==> config.mk <==
export PLATFORM = sky130hd
export DESIGN_NAME = fdm_post
export DESIGN_NICKNAME = d
export VERILOG_FILES = /design/src/hw/rtl/fdm_pkg.sv /design/src/hw/rtl/fdm_post.sv
export SDC_FILE = /design/constraint.sdc
export NUM_CORES = 1
export LEC_CHECK = 0
export BUFFER_PORTS_ARGS = -buffer_cell sky130_fd_sc_hd__buf_2
export CORE_UTILIZATION = 55
export DETAILED_ROUTE_END_ITERATION = 10
export MAX_ROUTING_LAYER = met4
export PLACE_DENSITY = 0.93
export SKIP_LAST_GASP = 1
export SLEW_MARGIN = 20
export SYNTH_ARGS = -nofsm -noshare
export SYNTH_HDL_FRONTEND = slang
export SYNTH_SLANG_ARGS = --single-unit
==> constraint.sdc <==
create_clock -name clk -period 10.2 [get_ports clk]
set_input_delay 1.02 -clock clk [delete_from_list [all_inputs] [get_ports clk]]
set_output_delay 1.02 -clock clk [all_outputs]
set_load 0.01 [all_outputs]
==> src/hw/rtl/fdm_pkg.sv <==
// Shared types for the signed floored divide/modulo pipeline.
// No dependencies; imported by every module of the block.
`timescale 1ns / 1ps

package fdm_pkg;

  // Side information that travels with each transaction down the chain.
  typedef struct packed {
    logic neg_a;  // dividend was negative
    logic neg_b;  // divisor was negative
    logic zero;   // divisor was zero
  } fdm_flags_t;

endpackage

==> src/hw/rtl/fdm_post.sv <==
// Output stage: applies signs, floors toward minus infinity, holds the result.
// Depends on fdm_pkg.
`timescale 1ns / 1ps

module fdm_post import fdm_pkg::*; #(
  parameter int WIDTH = 64
) (
  input  logic                    clk,
  input  logic                    rst,
  input  logic                    in_valid,
  output logic                    in_stall,
  input  logic        [WIDTH-1:0] ur,
  input  logic        [WIDTH-1:0] uq,
  input  logic        [WIDTH-1:0] b_in,
  input  fdm_flags_t              flags_in,
  output logic                    out_valid,
  input  logic                    out_stall,
  output logic signed [WIDTH-1:0] quotient,
  output logic signed [WIDTH-1:0] remainder,
  output logic                    div_by_zero
);

  logic             signs_differ;
  logic             inexact;
  logic [WIDTH-1:0] q_next;
  logic [WIDTH-1:0] r_next;

  assign signs_differ = flags_in.neg_a ^ flags_in.neg_b;
  assign inexact      = (ur != '0);

  // Negating and then subtracting one from the quotient is its complement.
  // The corrected remainder is the divisor plus the signed truncated remainder.
  always_comb begin
    if (flags_in.zero) begin
      q_next = '0;
      r_next = '0;
    end else if (signs_differ && inexact) begin
      q_next = ~uq;
      r_next = flags_in.neg_a ? (b_in - ur) : (b_in + ur);
    end else begin
      q_next = signs_differ ? ({WIDTH{1'b0}} - uq) : uq;
      r_next = flags_in.neg_a ? ({WIDTH{1'b0}} - ur) : ur;
    end
  end

  assign in_stall = out_valid && out_stall;

  always_ff @(posedge clk) begin
    if (rst) begin
      out_valid <= 1'b0;
    end else if (!in_stall) begin
      out_valid <= in_valid;
    end
  end

  always_ff @(posedge clk) begin
    if (in_valid && !in_stall) begin
      quotient    <= $signed(q_next);
      remainder   <= $signed(r_next);
      div_by_zero <= flags_in.zero;
    end
  end

endmodule

==> results.md <==
- Status: completed
- Placed cell count: 2,157
- CTS Buf Count: 17
- Area contributors post-synth: edfxtp_1, xnor2_1, nor2_1
- Detailed-route via count: around 14,000
- Fraction of layout cells with a size suffix above 1: 21.7%
- Commonest non-fill, non-tap cell in the layout: buf_2
- Initial antenna violation count: 1
- WL/cell: ~20 µm
- Placed instance area: ~15,000 µm²
- Yosys warning total: 0
- Worst-skew pair later-pin latency: around 0.43 ns
- Clock transition at path regs: roughly 0.070 ns
- Cell area after layout: 15,400 µm²
- Slew HR: roughly 28%
- DRC: 0
- Post-CTS Setup Repair Bufs: 0
- TritonCTS Sinks: between 100 and 150
- Slew Limit Fails: 0
- CP Data Required Time: a little over 10 ns
- DIE AREA: about 24,000 µm²
- Syn Nets: about 1,900
- Via-per-instance ratio: between 6 and 7
- Startpoint types: input pin
- Pin count of the biggest net entering global routing: 77
- Crit Path Class: input pin to flip-flop
- Cells after synthesis: between 1,500 and 2,000
- Seq cells post-synth: 130
- Final Wtd Congestion: 1.03
- Fmax: around 150 MHz
- Congestion Overflow GR: 0
- Area of the core: 22,900 µm²
- Detail Placement HPWL: ~35,000 µm
- # IOs: 330
- Number of global-route vias before repair: between 10,000 and 15,000
- Final Non-Filler Cells: roughly 2,200
- Syn avg cell area: approximately 8.2 µm²
- Root Driver: clkbuf_16
- Final Skew: between 0.01 and 0.015 ns
- Final hold violation count: 0
- Clock Tree Buf Depth: 2
- Port Buffers: around 330
- Area grow syn2layout: 18.3%
- RSZ-0062 raised after global routing: no
- Cell taking the most area after synthesis: edfxtp_1
- Ys flop type: edfxtp_1
- Max IR drop VDD: between 0.00009 and 0.0001 V
- PD cells: around 140 nW/µm²
- Antenna Nets Post-Route: 0
- Fin crit share: between 60% and 70%
- Total Routing Usage GR: a little under two fifths
- HP Class: flip-flop to flip-flop
- Fin nets: about 2,100
- Leak: around 0.0063 µW
- First-pass GRT wire length: around 69,000 µm
- Max-Cap Viols: 0
- Router iterations before antenna repair: 5
- Asr flop ratio synth: 0%
- Sequential cell area fraction in the yosys report: between 20% and 30%
- WP data arrival: between 6 and 7 ns
- Iteration-0 DRC Markers: between 1,000 and 1,500
- Final setup fails: 0
- CTS tree: yes
- Commonest non-fill, non-tap cells in the layout: buf_2, nor2_1, xnor2_1
- CP max FO: 8
- Slew @ Worst Pin: approximately 1.1 ns
- Die H: roughly 160 µm
- Crit. End Element: flip-flop
- Synthesized area: 13,000 µm²
- Final WL: approximately 45,000 µm
- Setup total negative slack: 0 ns
- Row count: 55
- Post-synthesis cell type count: 73
- Starting Density: between 50% and 60%
- CTS resizes: 0
- Synth top area share: 29.7%
- Final Critical Period: around 6.5 ns
- Die Wd: about 160 µm
- Post-synth EDFFs: about 130
- H-Tree Depth: 4
- Cts hold-fix bufs: 0
stage by stage:
| stage | hold slack [ns] | utilization [%] | total power (µW) | setup WS, ns |
|---|---|---|---|---|
| 2_1_floorplan | 0.680 | - | 1230 | 2.64 |
| 3_3_place_gp | 0.648 | 64.8 | 1470 | 3.59 |
| 3_5_place_dp | 0.666 | 64.8 | 1480 | 3.47 |
| 4_1_cts | 0.676 | 67.2 | 2090 | 3.88 |
| 5_1_grt | 0.710 | 67.2 | 2200 | 3.40 |
| 6_report | 0.666 | 67.2 | 2110 | 3.71 |
path summary, 6_finish.rpt:
check	from	to	slack, ns	depth (start not counted)
worst max-delay path	ur[9]	remainder[62]	3.71	19
worst min-delay path	out_valid	out_valid	0.67	3
worst max register to register	out_valid	remainder[58]	7.67	4
worst min register to register	out_valid	out_valid	0.67	3
sequential cells by signal, indices dropped and copies added (netlist names):
name and flops:
quotient 64, remainder 64, out_valid 1, div_by_zero 1
where the power goes:
part           leakage (µW)  internal (µW)  total (µW)  switching [µW]
Sequential          0.00129            658         674            15.8
Combinational       0.00477            316         817             501
Clock              0.000274            323         617             294
cells in the mapped netlist, types with 24 or more instances:
cell      count
or3_1        29
nor2_1      236
nor3_1       59
a211oi_1     41
nor4_1       28
edfxtp_1    129
nand2_1     115
xnor2_1     166
xor2_1       71
clkbuf_1     85
nand4_1      31
o21ai_0      74
ha_1         65
a21oi_1     114
nand2b_1     32
a21o_1       42
inv_1        24
critical path, stage by stage:
cell,delay (ns)
buf_2,0.15
or4_4,0.58
nor3_1,0.59
nand2_1,0.42
nor2_1,0.72
nand2_1,0.27
nor3_1,0.23
nor2_1,0.08
xnor2_1,0.16
ha_1,0.40
a21oi_1,0.22
o21ai_0,0.15
a21o_1,0.21
a31o_2,0.26
a31oi_1,0.23
a21oi_1,0.16
o21ai_0,0.25
nand2_1,0.08
a2111oi_0,0.48
layout make-up:
cell class	count	area (µm²)
flip-flops and latches	130	3890
clock buffers	17	425
clock inverters	15	140
repair buffers	342	1750
fillers	1932	7510
inverters	24	90.1
multi-input cells	1348	8720
diodes	1	2.50
well taps	313	392
cells by family after synthesis:
logic type               share of synthesized area [%]
AO/OA/AOI/OAI                                     19.5
multiplexers                                     0.307
flip-flops                                        29.9
adder cells (fa/ha/maj)                           6.40
buffers and inverters                             3.44
XOR/XNOR                                          15.9
AND/OR/NAND/NOR                                   24.5
routing by layer:
| layer | track usage [%] | vias to the layer above | wire length [µm] | part of all wire (%) |
|---|---|---|---|---|
| met1 | 46.9 | 6305 | 17700 | 39 |
| met3 | 5.75 | 144 | 4430 | 9.9 |
| met2 | 59.6 | 875 | 20800 | 46 |
| met5 | - | - | 0 | 0 |
| li1 | - | 6374 | - | - |
| met4 | 17.3 | 0 | 1910 | 4.3 |
No activity file was read; power rests on OpenSTA's default activity.
