==> config.mk <==
export PLATFORM = sky130hd
export DESIGN_NAME = fdm_prep
export DESIGN_NICKNAME = d
export VERILOG_FILES = /design/src/hw/rtl/fdm_pkg.sv /design/src/hw/rtl/fdm_prep.sv
export SDC_FILE = /design/constraint.sdc
export NUM_CORES = 1
export LEC_CHECK = 0
export BUFFER_PORTS_ARGS = -buffer_cell sky130_fd_sc_hd__buf_2
export CORE_AREA = 2 2 153 155
export CTS_CLUSTER_SIZE = 14
export DETAILED_ROUTE_END_ITERATION = 16
export DIE_AREA = 0 0 155 157
export PLACE_DENSITY = 0.73
export SYNTH_ARGS = -nofsm -noshare
export SYNTH_HDL_FRONTEND = slang
export SYNTH_SLANG_ARGS = --single-unit
==> constraint.sdc <==
create_clock -name clk -period 13.2 [get_ports clk]
set_input_delay 3.96 -clock clk [delete_from_list [all_inputs] [get_ports clk]]
set_output_delay 3.96 -clock clk [all_outputs]
set_load 0.01 [all_outputs]
==> src/hw/rtl/fdm_pkg.sv <==
// Shared types for the signed floored divide/modulo pipeline.
// No dependencies; imported by every module of the block.
`timescale 1ns / 1ps

package fdm_pkg;

  // Side information that travels with each transaction down the chain.
  typedef struct packed {
    logic neg_a;  // dividend was negative
    logic neg_b;  // divisor was negative
    logic zero;   // divisor was zero
  } fdm_flags_t;

endpackage

==> src/hw/rtl/fdm_prep.sv <==
// Input stage: takes operand magnitudes and sign flags into a register.
// Depends on fdm_pkg.
`timescale 1ns / 1ps

module fdm_prep import fdm_pkg::*; #(
  parameter int WIDTH = 64
) (
  input  logic                    clk,
  input  logic                    rst,
  input  logic                    in_valid,
  output logic                    in_stall,
  input  logic signed [WIDTH-1:0] dividend,
  input  logic signed [WIDTH-1:0] divisor,
  output logic                    out_valid,
  input  logic                    out_stall,
  output logic        [WIDTH-1:0] rem,
  output logic        [WIDTH-1:0] qd,
  output logic        [WIDTH-1:0] mb,
  output logic        [WIDTH-1:0] b,
  output fdm_flags_t              flags
);

  logic [WIDTH-1:0] a_u;
  logic [WIDTH-1:0] b_u;
  logic             neg_a;
  logic             neg_b;

  // Operand signs and magnitudes.
  assign a_u   = $unsigned(dividend);
  assign b_u   = $unsigned(divisor);
  assign neg_a = a_u[WIDTH-1];
  assign neg_b = b_u[WIDTH-1];

  // The stage holds while it has a transaction that the next stage refuses.
  assign in_stall = out_valid && out_stall;

  always_ff @(posedge clk) begin
    if (rst) begin
      out_valid <= 1'b0;
    end else if (!in_stall) begin
      out_valid <= in_valid;
    end
  end

  always_ff @(posedge clk) begin
    if (in_valid && !in_stall) begin
      rem         <= '0;
      qd          <= neg_a ? ({WIDTH{1'b0}} - a_u) : a_u;
      mb          <= neg_b ? ({WIDTH{1'b0}} - b_u) : b_u;
      b           <= b_u;
      flags.neg_a <= neg_a;
      flags.neg_b <= neg_b;
      flags.zero  <= (b_u == '0);
    end
  end

endmodule

==> results.sh <==
export IMPL_tritoncts="done"
export IMPL_area_sequential_um2=5820
export IMPL_wl_per_cell_um=18.5
export IMPL_gr_total_overflow=0
export IMPL_ys_ff_latch=194
export IMPL_core_um2=22500
export IMPL_cts_sinks=194
export IMPL_end_kind="output pin"
export IMPL_final_common_cell="buf_2"
export IMPL_status="finished, final reports clean"
export IMPL_setup_viol=0
export IMPL_slowest_stage="and2_1"
export IMPL_vias_per_cell=5.14
export IMPL_dp_hpwl_um=17900
export IMPL_start_util=0.414
export IMPL_path_class="in2out"
export IMPL_postSynth_asyncResetShare=0
export IMPL_timing_rr_end="b[1]"
export IMPL_grt_setup_unrepaired="false"
export IMPL_min_period_over_period=0.632
export IMPL_nFillCells=1975
export IMPL_path_clk_slew_ns=0.08
export IMPL_worst_path_largest_cell_delay_ns=0.18
export IMPL_critical_path_max_fanout=3
export IMPL_layout_drive_gt1_share=0.376
export IMPL_drc=0
export IMPL_hp_class="reg2reg"
export IMPL_die_x_um=155
export IMPL_clock_fmax_mhz=120
export IMPL_areaGrowthSynthToFinish_pct=24.5
export IMPL_die_y_um=157
export IMPL_first_pass_iters=5
export IMPL_clockBufferDepth=2
export IMPL_synth_mux_area_frac=0
export IMPL_r2r_cells=3
export IMPL_postSynthCellCount=681
export IMPL_postRouteAntennaNets=0
export IMPL_yosys_area_share_simple=0.102
export IMPL_final_cell_mix="328 x buf_2, 193 x edfxtp_1, 121 x xnor2_1"
export IMPL_syn_cell_area_um2=9310
export IMPL_grt_pass1_vias=6539
export IMPL_multi_input_comb_area_um2=3130
export IMPL_critical_path_n_buffers_inverters=2
export IMPL_cts_root_buffer="clkbuf_16"
export IMPL_cp_arrival_ns=4.39
export IMPL_synth_cell_types=43
export IMPL_drt_iter0_drc=280
export IMPL_synth_top_family_by_area="XOR/XNOR gates"
export IMPL_die_area_um2=24300
export IMPL_finalWorstPathRequiredPeriod_ns=8.35
export IMPL_relSlewSlack=0.197
export IMPL_cp_required_ns=9.24
export IMPL_p_per_area_nw_per_um2=127
export IMPL_antenna_cells=0
export IMPL_routed_wl_um=24100
export IMPL_worstMarginPinSlew_ns=1.20
export IMPL_p_leak_nw=4.36
export IMPL_rr_startpoint="out_valid"
export IMPL_path_delay_family="buffers and inverters"
export IMPL_cts_resized=0
export IMPL_fin_setup_tns_ns=0
export IMPL_ys_flop_type="edfxtp_1"
export IMPL_cts_buffers=17
export IMPL_syn_area_per_cell_um2=13.7
export IMPL_synth_compound_area_share=0.0901
export IMPL_path_common_cell="buf_2"
export IMPL_htreeDepth=4
export IMPL_grt_usage=0.192
export IMPL_yosysWarningCount=0
export IMPL_finClkSkew_ns=0.0102
export IMPL_start_kind="input pin"
export IMPL_vias=6699
export IMPL_synth_xor_area_share=0.115
export IMPL_rows=55
export IMPL_clkLatencyLatePin_ns=0.43
export IMPL_hold_violations=0
export IMPL_gp_congestion=0.857
export IMPL_synth_edf_count=193
export IMPL_antenna_found_initial=1
export IMPL_utilization=0.515
export IMPL_r2r_slack_ns=11.29
export IMPL_min_path_cells=3
export IMPL_finalMaxSlewViolations=0
export IMPL_grt_max_degree=194
export IMPL_post_cts_buffers=0
export IMPL_synth_fa_ha_area_frac=0.00269
export IMPL_io_pins=393
export IMPL_holdPathEnd="out_valid"
export IMPL_yosysSeqAreaShare=0.625
export IMPL_io_buffers=328
export IMPL_min_from="out_valid"
export IMPL_drv_cap=0
export IMPL_ir_drop_mv=0.0817
export IMPL_cts_hold_buf=0
export IMPL_crit_chain="buf_2 > and2_1 > buf_2"
export IMPL_layout_nets=1139
export IMPL_grt_pass1_wl_um=36200
flip-flops by register name, indices dropped and copies added, names as in the netlist:
name / cells
b: 63
flags: 2
mb: 64
out_valid: 1
qd: 64
Yosys cell counts, types with 2 or more instances:
library cell,number,share of area
clkbuf_1,15,0.0061
nor2_1,15,0.0061
nand3b_1,2,0.0016
o21ai_1,8,0.0043
nand4_1,6,0.0040
nor3_1,7,0.0038
edfxtp_1,193,0.62
nand2_1,29,0.012
buf_2,5,0.0027
o41ai_1,22,0.021
nand2b_1,4,0.0027
and3_1,2,0.0013
nand3_1,10,0.0054
o31ai_1,42,0.034
ha_1,2,0.0027
nor4_1,15,0.010
or3_1,24,0.016
xnor2_1,121,0.11
o41ai_2,6,0.010
inv_1,7,0.0028
or2_2,9,0.0061
or4_1,23,0.019
buf_4,66,0.053
or4_4,2,0.0024
o21ai_0,28,0.015
tightest hold or removal path, cell delays in order, from the launching register on:
cell	delay [ns]
dfxtp_1	0.31
and2_1	0.17
nor2_1	0.10
nor2_1	0.04
per-stage QoR:
stage | hold slack (ns) | area (um2) | power, W | instances | setup slack (ns)
floorplan | 0.689 | 9540 | 0.000881 | 744 | 3.54
global route | 0.708 | 11600 | 0.00153 | 1303 | 4.82
finish | 0.653 | 11600 | 0.00147 | 1303 | 4.85
detailed placement | 0.647 | 11000 | 0.000962 | 1271 | 4.85
global placement | 0.643 | 11000 | 0.000958 | 1271 | 4.85
CTS | 0.660 | 11600 | 0.00149 | 1303 | 4.85
logic make-up after synthesis:
| logic type | Yosys count |
|---|---|
| AOI/OAI and AO/OA | 110 |
| DFF | 194 |
| other | 1 |
| xor gates and xnor gates | 122 |
| buffers and inverters | 94 |
| and+or+nand+nor | 158 |
| adders and majority gates | 2 |
final cells by class:
cell class	instances	area share
sequential	194	0.502
multi-input combinational	456	0.270
timing repair buffer	329	0.143
clock buffer	18	0.0371
tap	285	0.0308
clock inverter	14	0.0143
inverter	7	0.00227
layer usage:
metal,vias up,share of wire,global-route usage,wire [um]
met3,19,0.095,0.0644,2280
met2,324,0.52,0.343,12500
met5,-,0.00054,0,13
li1,3131,-,-,-
met1,3223,0.38,0.221,9170
met4,2,0.0092,0.0489,222
power by group:
group          internal (W)  switching (W)
Sequential         0.000736      0.0000112
Clock              0.000271       0.000255
Combinational     0.0000777       0.000123
Total               0.00108       0.000389
worst max path at each step:
stage,start,to,slack [ns],depth (start not counted)
after floorplan,out_stall,b[10],3.54,2
after global placement,out_stall,in_stall,4.85,3
after detailed placement,out_stall,in_stall,4.85,3
after CTS,out_stall,in_stall,4.85,3
after global routing,out_stall,in_stall,4.82,3
final,out_stall,in_stall,4.85,3
Note: power is estimated with default switching activity, not from simulation.
