<file path="config.mk">
export PLATFORM = sky130hd
export DESIGN_NAME = fdm_cell
export DESIGN_NICKNAME = d
export VERILOG_FILES = /design/src/hw/rtl/fdm_pkg.sv /design/src/hw/rtl/fdm_cell.sv
export SDC_FILE = /design/constraint.sdc
export NUM_CORES = 1
export LEC_CHECK = 0
export BUFFER_PORTS_ARGS = -buffer_cell sky130_fd_sc_hd__buf_2
export CORE_AREA = 2 2 202 204
export CTS_CLUSTER_DIAMETER = 40
export DETAILED_ROUTE_END_ITERATION = 7
export DIE_AREA = 0 0 204 206
export GPL_ROUTABILITY_DRIVEN = 0
export GPL_TIMING_DRIVEN = 1
export PLACE_DENSITY = 0.57
export SYNTH_ARGS = -nofsm -noshare
export SYNTH_HDL_FRONTEND = slang
export SYNTH_SLANG_ARGS = --single-unit
</file>
<file path="constraint.sdc">
create_clock -name clk -period 15.15 [get_ports clk]
set_clock_uncertainty 0.2 [all_clocks]
set_input_delay 0.7575 -clock clk [delete_from_list [all_inputs] [get_ports clk]]
set_output_delay 0.7575 -clock clk [all_outputs]
set_load 0.03 [all_outputs]
</file>
<file path="src/hw/rtl/fdm_pkg.sv">
// Shared types for the signed floored divide/modulo pipeline.
// No dependencies; imported by every module of the block.
`timescale 1ns / 1ps

package fdm_pkg;

  // Side information that travels with each transaction down the chain.
  typedef struct packed {
    logic neg_a;  // dividend was negative
    logic neg_b;  // divisor was negative
    logic zero;   // divisor was zero
  } fdm_flags_t;

endpackage

</file>
<file path="src/hw/rtl/fdm_cell.sv">
// One restoring division step: develops a single quotient bit per cell.
// Depends on fdm_pkg.
`timescale 1ns / 1ps

module fdm_cell import fdm_pkg::*; #(
  parameter int WIDTH = 64
) (
  input  logic             clk,
  input  logic             rst,
  input  logic             in_valid,
  output logic             in_stall,
  input  logic [WIDTH-1:0] rem_in,
  input  logic [WIDTH-1:0] qd_in,
  input  logic [WIDTH-1:0] mb_in,
  input  logic [WIDTH-1:0] b_in,
  input  fdm_flags_t       flags_in,
  output logic             out_valid,
  input  logic             out_stall,
  output logic [WIDTH-1:0] rem,
  output logic [WIDTH-1:0] qd,
  output logic [WIDTH-1:0] mb,
  output logic [WIDTH-1:0] b,
  output fdm_flags_t       flags
);

  logic [WIDTH:0]   shifted;
  logic [WIDTH:0]   trial;
  logic             fits;
  logic [WIDTH-1:0] rem_next;
  logic [WIDTH-1:0] qd_next;

  // Shift in the next dividend bit and try to subtract the divisor.
  assign shifted  = {rem_in, qd_in[WIDTH-1]};
  assign trial    = shifted - {1'b0, mb_in};
  assign fits     = !trial[WIDTH];
  assign rem_next = fits ? trial[WIDTH-1:0] : shifted[WIDTH-1:0];
  assign qd_next  = {qd_in[WIDTH-2:0], fits};

  // Hold only while full and the neighbor downstream refuses.
  assign in_stall = out_valid && out_stall;

  always_ff @(posedge clk) begin
    if (rst) begin
      out_valid <= 1'b0;
    end else if (!in_stall) begin
      out_valid <= in_valid;
    end
  end

  always_ff @(posedge clk) begin
    if (in_valid && !in_stall) begin
      rem   <= rem_next;
      qd    <= qd_next;
      mb    <= mb_in;
      b     <= b_in;
      flags <= flags_in;
    end
  end

endmodule

</file>
==> impl_metrics.py, run 1 <==
metrics = {
    "sta": {
        "finalSetupViolCount": 0,
        "fin_crit_sh_pct": 31.2,
        "rsz0062_at_grt": "no",
        "holdWs_ps": 166,
        "clock.fmax_ghz": 0.211,
        "fin_setup_tns_ps": 0,
        "drv_slew": 0,
        "slew_headroom_pct": 28.9,
        "fin_crit_ps": 4730,
        "hold_viol": 0,
        "tightest_slew_ps": 1070,
    },
    "worst_setup_path": {
        "critPathLaunch": "qd_in[63]",
        "r2r_cells": 4,
        "start_kind": "primary input",
        "rr_endpoint": "qd[55]",
        "worstPathRequired_ps": 15250,
        "endpoint_kind": "register",
        "rrSetupSlack_ps": 12330,
        "r2r-start": "out_valid",
        "slowest_delay_ps": 610,
        "worstPathCellList": "buf_2 -> inv_1 -> ha_1 -> fa_1 -> nor2b_1 -> o211ai_1 -> a31o_2 -> o21ai_1 -> a41oi_2 -> a21o_1 -> a21oi_2 -> o21ba_2 -> nor3_4 -> inv_4 -> buf_4 -> mux2_4",
        "critical_path_class": "primary input to register",
        "slowest_stage": "buf_4",
        "worst-path-max-fanout": 35,
        "critical_path_arrival_ps": 4830,
    },
    "global_route": {
        "grt_usage_pct": 18.6,
        "grt_pass1_vias": 9977,
        "antenna_found_initial": 4,
        "grt_max_degree": 83,
        "grt-ovfl-total": 0,
        "grt_pass1_wl_um": 58800,
    },
    "yosys": {
        "synth_top_area_cell": "edfxtp_1",
        "postSynthNetCount": 1308,
        "synth_edf_count": 259,
        "synth_cells": 980,
        "yosys_warnings": 0,
        "ys_async_sr_fraction_pct": 0,
        "synth_top_area_share_pct": 60.0,
        "synth_area_mm2": 0.0130,
        "synth_cell_types": 60,
        "synth.area.top_cells": "edfxtp_1 (60%), mux2_4 (6.8%), ha_1 (6.2%), a21oi_1 (3.0%), inv_1 (2.3%)",
        "synth_flop_cell": "edfxtp_1",
        "ys_ff_latch": 260,
        "synth-seq-area-share_pct": 60.1,
        "avgSynthCellArea_um2": 13.2,
    },
    "route": {
        "detail-route-antenna-nets": 0,
        "wl_per_cell_um": 19.7,
        "drt_first_pass_iters": 5,
        "routed_wirelength_um": 41100,
        "drt_iter0_drc": 558,
        "drcViolationCount": 0,
        "via_per_inst": 4.81,
        "via_count": 10000,
    },
    "clocking": {
        "root_buffer": "clkbuf_16",
        "cts_resized": 0,
        "cts_made_buffers": 42,
        "clock_latency_ps": 560,
        "clk_pin_slew_worst_paths_ps": 60,
        "cts_setup_buffers": 0,
        "clockBufferDepth": 3,
        "clock_sinks": 260,
        "cts_tree": "built",
        "htree_levels": 2,
        "ctsHoldBuffers": 0,
    },
    "finish": {
        "multiInputGateArea_mm2": 0.00467,
        "drive_gt1_share_pct": 43.2,
        "fillers": 3841,
        "syn_to_final_growth_pct": 34.9,
        "final_nets": 1841,
        "seq_area_mm2": 0.00780,
    },
    "worst_hold_path": {
        "min_path_type": "primary input to register",
        "hold_start": "b_in[38]",
        "whs_path_depth": 1,
        "hold-path-endpoint": "b[38]",
    },
    "floorplan": {
        "die_w_um": 204,
        "num_rows": 74,
        "core_mm2": 0.0402,
        "die_y_um": 206,
        "initial_utilization_pct": 32.3,
        "ios": 524,
        "fp.dieArea_mm2": 0.0420,
    },
    "flow_run": {
        "max_cap_violations": 0,
    },
    "pwr": {
        "p_comb_share_pct": 21.7,
        "seqPwrFrac_pct": 37.8,
        "pwr-share-clk_pct": 40.5,
        "swShare_pct": 29.6,
        "peakVddDrop_uv": 163,
        "p_leak_nw": 7.81,
        "power_switching_mw": 0.688,
        "powerDensity_mw_per_mm2": 133,
        "p_int_mw": 1.64,
    },
    "placement": {
        "portBuffers": 523,
        "hpwl_um": 32900,
    },
    "status": {
        "status": "complete, no violations",
    },
}
==> area by class of cell <==
| type | count | area share (%) |
|---|---|---|
| flip-flops and latches | 260 | 44.6 |
| repair buffers | 528 | 15.2 |
| clock buffers | 49 | 6.28 |
| inverters | 82 | 1.77 |
| clock inverters | 28 | 1.69 |
| well taps | 532 | 3.80 |
| diodes | 2 | 0.0286 |
| multi-input cells | 599 | 26.7 |
==> power groups by stage <==
stage          Clock, mW  Combinational, mW  Sequential [mW]
6_report           0.942              0.504            0.879
5_1_grt            0.992              0.542            0.884
4_1_cts            0.964              0.507            0.880
3_5_place_dp           0              0.505            0.893
3_3_place_gp           0              0.503            0.892
2_1_floorplan          0              0.236             1.02
==> per-layer routing <==
metal	vias up	GRT usage, %	routed length [µm]
li1	4758	-	-
met1	4790	21.7	16200
met2	404	33.0	20800
met3	59	5.11	3100
met4	0	5.85	993
met5	-	0	0
==> flip-flops by register name, summed over array words and instances, names as in the netlist <==
| register | cells |
|---|---|
| mb | 64 |
| out_valid | 1 |
| qd | 64 |
| rem | 64 |
| b | 64 |
| flags | 3 |
==> critical path: cells and delay by family <==
family	cells	cell delay, ps
multiplexers	1	350
AND/OR/NAND/NOR	2	260
AO/OA/AOI/OAI	7	1530
buffers and inverters	4	1220
adder cells (fa/ha/maj)	2	670
==> stage by stage <==
| step | cell area, µm² | worst slack [ps] | util [%] | power, mW | cells |
|---|---|---|---|---|---|
| floorplan | 13000 | 1690 | - | 1.26 | 980 |
| global placement | 16100 | 9890 | 40.1 | 1.39 | 2001 |
| detailed placement | 16100 | 9780 | 40.1 | 1.40 | 2001 |
| CTS | 17500 | 10330 | 43.5 | 2.35 | 2078 |
| global route | 17500 | 10110 | 43.5 | 2.42 | 2078 |
| finish | 17500 | 10420 | 43.5 | 2.32 | 2080 |
==> placed cells by master, fill, tap and decap left out, types with 4 or more instances in the layout <==
cell          n
nand2_1      55
o21bai_1     10
nand3_1      15
o21a_1        6
nor4_1        4
buf_4         5
clkinv_1      5
a31oi_1      13
xnor2_1      34
clkbuf_16    43
inv_6         5
inv_1        81
edfxtp_1    259
a211oi_1     11
nor2_1       31
nand4_1      19
buf_2       523
clkinvlp_4    5
a21oi_1      79
nor2b_1       7
or3_1         4
nor3_1       15
o211ai_1      5
xor2_1       26
o31ai_1       4
ha_1         64
o21ai_0      39
a21o_1       31
clkbuf_1      6
and3_1        9
mux2_4       59
nand2b_1      5
==> synth_stat cells, types with 9 or more instances <==
cell and instances:
a21o_1 31, and3_1 9, mux2_4 59, nand4_1 19, o21bai_1 10, a211oi_1 11, xor2_1 26, a21oi_1 79
o21ai_0 39, nand2_1 55, ha_1 64, clkbuf_1 23, nor2_1 31, xnor2_1 34, edfxtp_1 259, inv_1 81
buf_2 10, nor3_1 15, a31oi_1 13, nand3_1 15
==> worst max path at each step <==
stage,endpoint,slack (ps)
2_1_floorplan,b[0],1690
6_report,rem[49],10420
4_1_cts,rem[49],10330
3_5_place_dp,rem[31],9780
5_1_grt,rem[49],10110
3_3_place_gp,rem[49],9890
==> cells by family after synthesis <==
kind of cell / Yosys count / share of synthesized area (%)
buffers and inverters: 121 / 3.95
DFF: 260 / 60.1
muxes: 65 / 7.32
xor gates and xnor gates: 60 / 4.05
adders and majority gates: 65 / 6.33
AOI/OAI and AO/OA: 232 / 11.5
and+or+nand+nor: 177 / 6.75
(Power assumes the default switching activity.)
==> inputs of run 2 (changes only) <==
--- a/config.mk
+++ b/config.mk
@@ -12,7 +12,7 @@
 export DIE_AREA = 0 0 204 206
 export GPL_ROUTABILITY_DRIVEN = 0
 export GPL_TIMING_DRIVEN = 1
-export PLACE_DENSITY = 0.57
+export PLACE_DENSITY = 0.59
 export SYNTH_ARGS = -nofsm -noshare
 export SYNTH_HDL_FRONTEND = slang
 export SYNTH_SLANG_ARGS = --single-unit
==> constraint.sdc (replaced) <==
create_clock -name clk -period 4.1 [get_ports clk]
set_clock_uncertainty 0.2 [all_clocks]
set_input_delay 0.205 -clock clk [delete_from_list [all_inputs] [get_ports clk]]
set_output_delay 0.205 -clock clk [all_outputs]
set_load 0.03 [all_outputs]
==> run 2 against run 1 <==
Global-route usage grew 1.8 points. Routed wire length grew 8.5%. Final cell count rose by 14%. Non-clock buffer count is 283 higher. Design area increased by 17%. Clock power increased to 4.0 times the previous value.
==> impl_metrics.py, run 2 (synthesis results as in run 1) <==
metrics = {
    "floorplan": {
        "die_w_um": 204,
        "die_y_um": 206,
        "initial_utilization_pct": 32.3,
        "ios": 524,
        "core_mm2": 0.0402,
        "num_rows": 74,
        "fp.dieArea_mm2": 0.0420,
    },
    "status": {
        "status": "complete, no violations",
    },
    "pwr": {
        "peakVddDrop_uv": 318,
        "pwr-share-clk_pct": 41.2,
        "seqPwrFrac_pct": 35.6,
        "p_leak_nw": 9.10,
        "power_switching_mw": 2.66,
        "powerDensity_mw_per_mm2": 446,
        "p_int_mw": 6.48,
        "p_comb_share_pct": 23.2,
        "swShare_pct": 29.1,
    },
    "worst_hold_path": {
        "hold_start": "out_stall",
        "hold-path-endpoint": "mb[44]",
        "whs_path_depth": 4,
        "min_path_type": "primary input to register",
    },
    "route": {
        "drcViolationCount": 0,
        "detail-route-antenna-nets": 0,
        "drt_iter0_drc": 546,
        "wl_per_cell_um": 18.8,
        "via_per_inst": 4.72,
        "drt_first_pass_iters": 5,
        "routed_wirelength_um": 44600,
        "via_count": 11200,
    },
    "worst_setup_path": {
        "worst-path-max-fanout": 8,
        "worstPathRequired_ps": 4200,
        "endpoint_kind": "register",
        "rrSetupSlack_ps": 1890,
        "critical_path_class": "primary input to register",
        "r2r_cells": 3,
        "critical_path_arrival_ps": 3970,
        "r2r-start": "out_valid",
        "rr_endpoint": "qd[5]",
        "start_kind": "primary input",
    },
    "finish": {
        "fillers": 3496,
        "final_nets": 2126,
        "final_common_cell": "buf_2",
        "layout_common_cells": "buf_2 (523), dlygate4sd3_1 (262), edfxtp_1 (259)",
        "drive_gt1_share_pct": 38.2,
        "syn_to_final_growth_pct": 57.9,
    },
    "flow_run": {
        "max_cap_violations": 0,
    },
    "placement": {
        "portBuffers": 523,
        "hpwl_um": 32800,
    },
    "sta": {
        "fin_setup_tns_ps": 0,
        "slew_headroom_pct": 50.9,
        "fin_crit_sh_pct": 94.5,
        "fin_crit_ps": 3870,
        "drv_slew": 0,
        "tightest_slew_ps": 728,
        "rsz0062_at_grt": "no",
        "finalSetupViolCount": 0,
        "holdWs_ps": 119,
        "hold_viol": 0,
        "clock.fmax_ghz": 0.258,
    },
    "clocking": {
        "clk_pin_slew_worst_paths_ps": 50,
        "cts_tree": "built",
        "cts_made_buffers": 44,
        "clockBufferDepth": 3,
        "clock_latency_ps": 560,
        "htree_levels": 2,
        "clock_sinks": 260,
        "root_buffer": "clkbuf_16",
    },
    "global_route": {
        "grt_max_degree": 127,
        "antenna_found_initial": 3,
        "grt-ovfl-total": 0,
        "grt_pass1_vias": 11700,
        "grt_usage_pct": 20.4,
        "grt_pass1_wl_um": 65500,
    },
}
[run 2: cell count changes in the layout (fill, tap and decap cells not counted), moves of 2 or more]
cell and change:
buf_12 +5, buf_4 +16, bufinv_16 +3, clkbuf_1 -4, clkinvlp_4 -2, dlygate4sd3_1 +262, inv_6 +7
[run 2: timing repair]
| action | 4_1_cts | 5_1_grt |
|---|---|---|
| gates resized for setup | 0 | 3 |
| hold buffers | 262 | 0 |
| endpoints found under the hold margin | 269 | 0 |
| endpoints found under the setup margin | 0 | 59 |
| setup buffers | 0 | 1 |
[run 2: area by class of cell]
class                           count  area (µm²)  area share, %
Sequential cell                   260        7800           38.1
Timing Repair Buffer              811        5500           26.8
Multi-Input combinational cell    599        4690           22.9
Clock buffer                       46        1110           5.41
Tap cell                          532         666           3.25
Clock inverter                     34         402           1.96
Inverter                           82         310           1.51
Antenna cell                        2        5.00         0.0244
[run 2: worst max path at each step]
stage / start / end / slack (ps) / cells past startpoint
finish: mb_in[19] / rem[58] / 230 / 14
global route: qd_in[63] / rem[2] / 20 / 17
CTS: qd_in[63] / rem[50] / 150 / 15
detailed placement: qd_in[63] / rem[50] / 140 / 14
global placement: qd_in[63] / rem[50] / 180 / 14
floorplan: out_valid / b[0] / -950 / 2
[run 2: worst max-delay path, cell delays in order]
cell	delay [ps]
dlygate4sd3_1	550
buf_2	130
inv_1	50
ha_1	390
a211oi_1	350
o211ai_1	150
a211oi_1	380
nor3_1	90
a21oi_1	340
o221ai_2	240
a211oi_1	450
o21ai_0	190
xor2_1	170
mux2_4	260
[run 2: per-layer routing]
layer / share of wire (%) / GRT usage, % / up-vias
li1: - / - / 5345
met5: 0 / 0 / -
met4: 2.7 / 7.35 / 0
met2: 53 / 37.8 / 388
met3: 6.3 / 4.90 / 75
met1: 38 / 22.6 / 5353
[run 2: power groups by stage]
stage | logic, mW | clock network (mW) | registers, mW
6_report | 2.12 | 3.77 | 3.25
3_3_place_gp | 1.89 | 0 | 3.30
4_1_cts | 2.12 | 3.84 | 3.25
5_1_grt | 2.27 | 3.95 | 3.27
3_5_place_dp | 1.90 | 0 | 3.30
2_1_floorplan | 0.875 | 0 | 3.73
[run 2: through the flow]
| step | std cells | utilization (%) | area [µm²] | setup WS [ps] | power, mW |
|---|---|---|---|---|---|
| detailed placement | 2021 | 40.6 | 16300 | 135 | 5.20 |
| floorplan | 980 | - | 13000 | -947 | 4.60 |
| global route | 2366 | 51.0 | 20500 | 21.1 | 9.49 |
| CTS | 2363 | 50.9 | 20400 | 146 | 9.21 |
| finish | 2366 | 51.0 | 20500 | 227 | 9.14 |
| global placement | 2021 | 40.6 | 16300 | 184 | 5.19 |
==> inputs of run 3 (changes only) <==
--- a/config.mk
+++ b/config.mk
@@ -8,11 +8,12 @@
 export BUFFER_PORTS_ARGS = -buffer_cell sky130_fd_sc_hd__buf_2
 export CORE_AREA = 2 2 202 204
 export CTS_CLUSTER_DIAMETER = 40
+export CTS_CLUSTER_SIZE = 24
 export DETAILED_ROUTE_END_ITERATION = 7
 export DIE_AREA = 0 0 204 206
 export GPL_ROUTABILITY_DRIVEN = 0
 export GPL_TIMING_DRIVEN = 1
-export PLACE_DENSITY = 0.59
+export PLACE_DENSITY_LB_ADDON = 0.2
 export SYNTH_ARGS = -nofsm -noshare
 export SYNTH_HDL_FRONTEND = slang
 export SYNTH_SLANG_ARGS = --single-unit
==> run 3 against run 2 <==
Via count down 0.47%. Worst setup slack worse by 33 ps. Global-route usage down 0.075 points. Hold slack better by 25 ps. Largest power group unchanged. Routed wire length about the same. Sequential power about the same. Die area unchanged. First-iteration DRC count down 0.55%. Fmax down 0.85%. Non-clock buffer count down 8.
==> impl_metrics.py, run 3 (synthesis results as in run 1) <==
metrics = {
    "pwr": {
        "power.total_mw": 9.56,
        "peakVddDrop_uv": 339,
        "p_leak_nw": 9.16,
        "powerDensity_mw_per_mm2": 464,
    },
    "worst_hold_path": {
        "whs_path_depth": 2,
        "hold-path-endpoint": "b[50]",
        "hold_start": "b_in[50]",
        "min_path_type": "primary input to register",
    },
    "floorplan": {
        "ios": 524,
        "initial_utilization_pct": 32.3,
        "core_mm2": 0.0402,
        "fp.dieArea_mm2": 0.0420,
        "num_rows": 74,
        "die_w_um": 204,
        "die_y_um": 206,
    },
    "route": {
        "via_per_inst": 4.70,
        "drcViolationCount": 0,
        "via_count": 11100,
        "drt_iter0_drc": 543,
        "wl_per_cell_um": 18.8,
        "detail-route-antenna-nets": 0,
        "routed_wirelength_um": 44500,
        "drt_first_pass_iters": 5,
    },
    "clocking": {
        "clk_pin_slew_worst_paths_ps": 60,
        "clock_latency_ps": 570,
        "cts_made_buffers": 48,
        "clock_sinks": 260,
        "clockBufferDepth": 3,
        "root_buffer": "clkbuf_16",
        "cts_setup_buffers": 0,
        "htree_levels": 2,
        "cts_tree": "built",
    },
    "global_route": {
        "grt_pass1_wl_um": 65500,
        "grt-ovfl-total": 0,
        "grt_pass1_vias": 11500,
        "antenna_found_initial": 5,
        "grt_usage_pct": 20.3,
        "grt_max_degree": 131,
    },
    "worst_setup_path": {
        "worstPathRequired_ps": 4200,
        "rrSetupSlack_ps": 2160,
        "critical_path_arrival_ps": 4000,
        "endpoint_kind": "register",
        "r2r_cells": 3,
        "rr_endpoint": "rem[1]",
        "worst-path-max-fanout": 24,
        "r2r-start": "out_valid",
        "critical_path_class": "primary input to register",
        "critPathLaunch": "qd_in[63]",
        "start_kind": "primary input",
    },
    "sta": {
        "clock.fmax_ghz": 0.256,
        "hold_viol": 0,
        "fin_crit_sh_pct": 95.3,
        "tightest_slew_ps": 809,
        "rsz0062_at_grt": "no",
        "finalSetupViolCount": 0,
        "slew_headroom_pct": 45.5,
        "fin_crit_ps": 3910,
        "drv_slew": 0,
        "holdWs_ps": 144,
    },
    "finish": {
        "syn_to_final_growth_pct": 58.9,
        "drive_gt1_share_pct": 38.5,
        "layout_common_cells": "buf_2 (523), dlygate4sd3_1 (260), edfxtp_1 (259)",
        "final_nets": 2122,
        "final_core_util_pct": 51.3,
        "final_common_cell": "buf_2",
        "layoutNonFillerInstCount": 2365,
        "fin_area_mm2": 0.0206,
    },
    "status": {
        "status": "complete, no violations",
    },
    "placement": {
        "dp_cells": 2016,
        "placed_cell_area_mm2": 0.0163,
        "hpwl_um": 33100,
        "portBuffers": 523,
    },
    "flow_run": {
        "max_cap_violations": 0,
    },
}
-- run 3: per-stage QoR --
stage	setup TNS [ps]	worst slack [ps]
after detailed placement	0	75.6
after floorplan	-245370	-947
after CTS	0	110
final	0	194
after global routing	0	8.42
after global placement	0	98.1
-- run 3: per-layer routing --
metal | global-route usage (%) | wire, µm
met1 | 23.3 | 17200
met2 | 37.5 | 23400
met3 | 5.12 | 2990
met4 | 5.67 | 888
met5 | 0 | 27
-- run 3: where the power goes --
part           total [mW]  switching, mW  internal, mW
Combinational        2.11           1.22         0.887
Sequential           3.25         0.0513          3.20
Clock                4.20           1.46          2.74
Total                9.56           2.73          6.83
-- run 3: timing repair --
action | CTS | global route
endpoints found under the setup margin | 0 | 29
resized for setup | 0 | 5
hold buffers | 260 | 0
endpoints found under the hold margin | 259 | 0
-- run 3: critical path, stage by stage --
cell	delay [ps]
dlygate4sd3_1	530
buf_2	100
inv_1	60
ha_1	220
fa_1	410
nor2b_1	180
o211ai_1	140
a31o_2	290
o21ai_1	240
a41oi_2	200
a21o_1	250
a21oi_2	150
o21ba_2	180
nor3_4	50
inv_4	100
buf_6	310
mux2_4	330
-- run 3: cell type report --
class | count | area, µm²
Timing Repair Buffer | 803 | 5420
Antenna cell | 3 | 7.51
Fill cell | 3573 | 19600
Clock inverter | 36 | 493
Inverter | 82 | 310
Sequential cell | 260 | 7800
Multi-Input combinational cell | 599 | 4700
Tap cell | 532 | 666
Clock buffer | 50 | 1210
-- run 3: how the worst max path moves through the flow --
stage | depth (start not counted) | end | slack, ps
finish | 17 | rem[19] | 190
global route | 17 | rem[20] | 8
CTS | 16 | rem[62] | 110
detailed placement | 16 | rem[25] | 80
global placement | 15 | rem[62] | 100
floorplan | 2 | b[0] | -950
